==> src/rtl/sstbl_pkg.sv <==
// Shared types and constants for the sorted set table.
// Used by the controller, the datapath and the top level.
package sstbl_pkg;

   localparam int CAPACITY = 64;
   localparam int KEY_W    = 32;
   localparam int CNT_W    = $clog2(CAPACITY + 1);

   typedef enum logic [1:0] {
      OP_TEST   = 2'd0,
      OP_INSERT = 2'd1,
      OP_DELETE = 2'd2
   } op_type;

   // controller -> datapath
   typedef struct packed {
      logic load;        // capture compare results for the incoming key
      logic shift_up;    // open a slot and write the key
      logic shift_down;  // close the slot holding the key
   } dp_cmd_type;

   // datapath -> controller
   typedef struct packed {
      logic hit;
      logic full;
   } dp_stat_type;

endpackage

==> src/rtl/sstbl_ctrl.sv <==
// Controller for the sorted set table: two-state sequencer, decides the
// update and registers the response. Depends on sstbl_pkg.
module sstbl_ctrl (
   input  logic                  clock,
   input  logic                  reset,
   input  logic                  start,
   output logic                  busy,
   input  logic [1:0]            req_op,
   output sstbl_pkg::dp_cmd_type cmd,
   input  sstbl_pkg::dp_stat_type stat,
   output logic                  rsp_valid,
   output logic                  rsp_success,
   output logic                  rsp_full_error
);
   import sstbl_pkg::*;

   typedef enum logic {
      ST_IDLE,
      ST_EXEC
   } state_type;

   state_type  state_ff;
   logic [1:0] op_ff;
   logic       rsp_valid_ff;
   logic       rsp_success_ff;
   logic       rsp_full_error_ff;

   logic do_ins;
   logic do_del;
   logic is_test;

   assign is_test = (op_ff == OP_TEST);
   assign do_ins  = (op_ff == OP_INSERT) && !stat.hit && !stat.full;
   assign do_del  = (op_ff == OP_DELETE) && stat.hit;

   assign busy           = (state_ff == ST_EXEC);
   assign cmd.load       = (state_ff == ST_IDLE) && start;
   assign cmd.shift_up   = (state_ff == ST_EXEC) && do_ins;
   assign cmd.shift_down = (state_ff == ST_EXEC) && do_del;

   always_ff @(posedge clock) begin
      if (reset) begin
         state_ff          <= ST_IDLE;
         op_ff             <= OP_TEST;
         rsp_valid_ff      <= 1'b0;
         rsp_success_ff    <= 1'b0;
         rsp_full_error_ff <= 1'b0;
      end else begin
         case (state_ff)
            ST_IDLE: begin
               rsp_valid_ff <= 1'b0;
               if (start) begin
                  op_ff    <= req_op;
                  state_ff <= ST_EXEC;
               end
            end
            ST_EXEC: begin
               rsp_valid_ff      <= 1'b1;
               rsp_success_ff    <= (is_test && stat.hit) || do_ins || do_del;
               rsp_full_error_ff <= (op_ff == OP_INSERT) && !stat.hit && stat.full;
               state_ff          <= ST_IDLE;
            end
            default: begin
               state_ff     <= ST_IDLE;
               rsp_valid_ff <= 1'b0;
            end
         endcase
      end
   end

   assign rsp_valid      = rsp_valid_ff;
   assign rsp_success    = rsp_success_ff;
   assign rsp_full_error = rsp_full_error_ff;

endmodule

==> config.mk <==
export PLATFORM = sky130hd
export DESIGN_NAME = sstbl_ctrl
export DESIGN_NICKNAME = d
export VERILOG_FILES = /design/src/rtl/sstbl_pkg.sv /design/src/rtl/sstbl_ctrl.sv
export SDC_FILE = /design/constraint.sdc
export NUM_CORES = 1
export LEC_CHECK = 0
export ABC_CLOCK_PERIOD_IN_PS = 1700
export BUFFER_PORTS_ARGS = -buffer_cell sky130_fd_sc_hd__buf_2
export CAP_MARGIN = 20
export CORE_AREA = 5 5 42 44
export CTS_CLUSTER_DIAMETER = 50
export DETAILED_ROUTE_END_ITERATION = 12
export DIE_AREA = 0 0 47 49
export PLACE_DENSITY_LB_ADDON = 0.3
export SETUP_SLACK_MARGIN = 0.1
export SYNTH_ARGS = -nofsm -noshare
export SYNTH_HDL_FRONTEND = slang
export SYNTH_SLANG_ARGS = --single-unit
==> constraint.sdc <==
create_clock -name clock -period 1.7 [get_ports clock]
set_input_delay 0.51 -clock clock [delete_from_list [all_inputs] [get_ports clock]]
set_output_delay 0.51 -clock clock [all_outputs]
set_load 0.01 [all_outputs]
==> metrics <==
status=complete, but fails checks; failing checks=setup timing; Root Driver=clkbuf_4; mux contribution to synthesized area=0.1244; dpl ws=-182.3 ps; Die ar.=between 2000 and 2500 um^2; clk slew on worst S/H paths=40 ps; first-pass GRT wire length=1179 um; Pwr Total=0.0003436 W; Switching Fraction=0.2433; Synth Area in XOR/XNOR=0; crit path launch type=primary input; fillcell total=150; Cell Rows=14; Vert. Die Dim=approximately 50 um; share of cells above drive strength 1=0.5870; Cell Pwr Density=approximately 800 nW/um^2; met3 GRT Util=0.07380; H-Tree Depth=1; Post-Route WL=693 um; synth unique cells=10; area of the multi-input gates=about 140 um^2; met2 Track Usage GR=0.07692; final setup fails=1; DR vias=252; antenna violations before repair=0; peak supply drop=0.0003992 V; #FFs+latches synth=6; Final min period=1838 ps; CP endpoint kind=primary output; Global Route met1 Usage=0.1015; Pint=0.0002600 W; largest family of logic cells by synthesized area=simple AND/OR/NAND/NOR gates; Static Leak=about 0.2 nW; post-synth net total=31; post-synthesis adder-cell area fraction=0; Top FF cell, synth=dfxtp_1; Setup CP Type=in2out; largest net degree at the start of global routing=7; number of synthesized flops with an enable pin=0; final slew viol count=0; GRT busiest layer=met1; compound-cell area share of the yosys netlist=0.06218; Post-Syn Instances=24; RePlAce Congestion=between 0.7 and 0.8; TritonCTS buffer count=3; post-synth top area cell=dfxtp_1; Yosys warnings=0; max-cap violations=0; Arrival @ worst endpoint=1330 ps; final instance area=424.2 um^2; initial cell density of the core=0.1723; net switching power of the design=0.00008360 W; Synth top area share=0.4974; CTS tree=done; synthesized area=between 200 and 250 um^2; Clock Skew=approximately 1.4 ps; Layout Utilization=0.3027; Syn Area/Cell=roughly 10 um^2; Die X=47 um; Hold Path Class=reg2reg; port bufs=13; First-pass DRT Iterations=3; vias in the first global route=261; DRC viols=0; sum of negative setup slack=-137.8 ps; Tot GR Track Use=0.08110; Setup WS post-layout=-137.8 ps; floorplan core area=approximately 1400 um^2; Inserted Diodes=0; most frequent cells after synthesis=nor2_1 (7), dfxtp_1 (6), mux2i_1 (3); Clk pwr share=0.390; # IOs=14; Synth Area in Simple Gates=0.3005; Worst-Skew Late Latency=about 250 ps; fmax=544.1 MHz; register share of total power=0.443; worst slew pin tran=216.8 ps; unrepaired setup endpoints after global routing=yes; Async SR Flop Fraction=0; fin crit share=1.081; Via density=4.065; Iteration-0 DRC Markers=3; WL/cell=between 10 and 15 um; nets@finish=55; Max Root-Sink Buffers=2; post-synthesis sequential area ratio=0.4974; Crit Path Max Fanout=2; TritonCTS Sinks=6; Worst slew margin=0.8535; final hold violation count=0; grt ovf=0; synth-to-layout area growth=75.65%; combinational share of power=0.167; CP Data Required Time=1190 ps; FF/Latch Area=around 120 um^2; most frequent cell after synthesis=nor2_1; ranking of synthesized cells by area=dfxtp_1 (50%), mux2i_1 (12%), nor2_1 (11%), a311oi_2 (6.2%), or4b_4 (5.7%); ANT nets after route=0; DPL Wire Length=533 um; area post-placement=371.6 um^2
## per-layer routing
metal | vias up | part of all wire
li1 | 127 | -
met1 | 104 | 0.47
met2 | 17 | 0.34
met3 | 4 | 0.15
met4 | 0 | 0.040
met5 | - | 0
## layout make-up
class	instances	area share
Clock buffer	3	0.05310
Timing Repair Buffer	19	0.2891
Sequential cell	6	0.2832
Tap cell	16	0.04720
Inverter	1	0.008850
Multi-Input combinational cell	17	0.3186
## stage by stage
| stage | cells | hold slack, ps |
|---|---|---|
| 6_report | 62 | 501.1 |
| 5_1_grt | 62 | 526.4 |
| 4_1_cts | 62 | 492.6 |
| 3_5_place_dp | 58 | 490.6 |
| 3_3_place_gp | 58 | 492.9 |
| 2_1_floorplan | 24 | 479.6 |
## repair_timing
action | in CTS | in global routing
pin swaps | 2 | 0
buffers inserted | 1 | 0
hold buffers | 0 | 0
setup endpoints to repair | 2 | 2
resized for setup | 3 | 1
## final timing paths
| path | from | to | slack (ps) | cells past startpoint |
|---|---|---|---|---|
| worst max-delay path | stat[1] | cmd[1] | -140 | 4 |
| worst min-delay path | rsp_full_error$_SDFFE_PP0P_ | rsp_full_error$_SDFFE_PP0P_ | 500 | 2 |
| worst max register to register | op_ff[1]$_SDFFE_PP0P_ | rsp_success$_SDFFE_PP0P_ | 390 | 3 |
| worst min register to register | rsp_full_error$_SDFFE_PP0P_ | rsp_full_error$_SDFFE_PP0P_ | 500 | 2 |
## registers in the layout, indices dropped and copies added (netlist names)
| signal | cells |
|---|---|
| rsp_full_error | 1 |
| rsp_success | 1 |
| busy | 1 |
| op_ff | 2 |
| rsp_valid | 1 |
## worst max-delay path: stages
cell	delay, ps
buf_6	90
or4b_4	530
nor2_4	100
buf_6	100
## power by group through the flow
stage	Combinational, W	Clock, W	Sequential (W)
after floorplan	0.0000192	0	0.000158
after global placement	0.0000516	0	0.000155
after detailed placement	0.0000520	0	0.000155
after CTS	0.0000571	0.000140	0.000152
after global routing	0.0000631	0.000150	0.000153
final	0.0000573	0.000134	0.000152
## placed cells by master (no fill, tap or decap)
| cell | netlist | final |
|---|---|---|
| buf_2 | 0 | 11 |
| dfxtp_1 | 6 | 6 |
| buf_4 | 0 | 6 |
| nor2_1 | 7 | 5 |
| mux2i_1 | 3 | 3 |
| clkbuf_4 | 0 | 3 |
| nor2b_1 | 2 | 2 |
| buf_6 | 0 | 2 |
| inv_1 | 1 | 1 |
| or4b_4 | 1 | 1 |
| nor2_4 | 0 | 1 |
| nand2b_4 | 0 | 1 |
| nand2_1 | 1 | 1 |
| nor2_2 | 0 | 1 |
| nor4bb_1 | 1 | 1 |
| a311oi_2 | 1 | 1 |
## cells by family (layout without fill, tap and decap cells)
group                  Yosys count  in the layout
AO/OA/AOI/OAI                    1              1
buffers and inverters            1             23
flip-flops                       6              6
multiplexers                     3              3
AND/OR/NAND/NOR                 13             13
No activity file was read; power rests on OpenSTA's default activity.
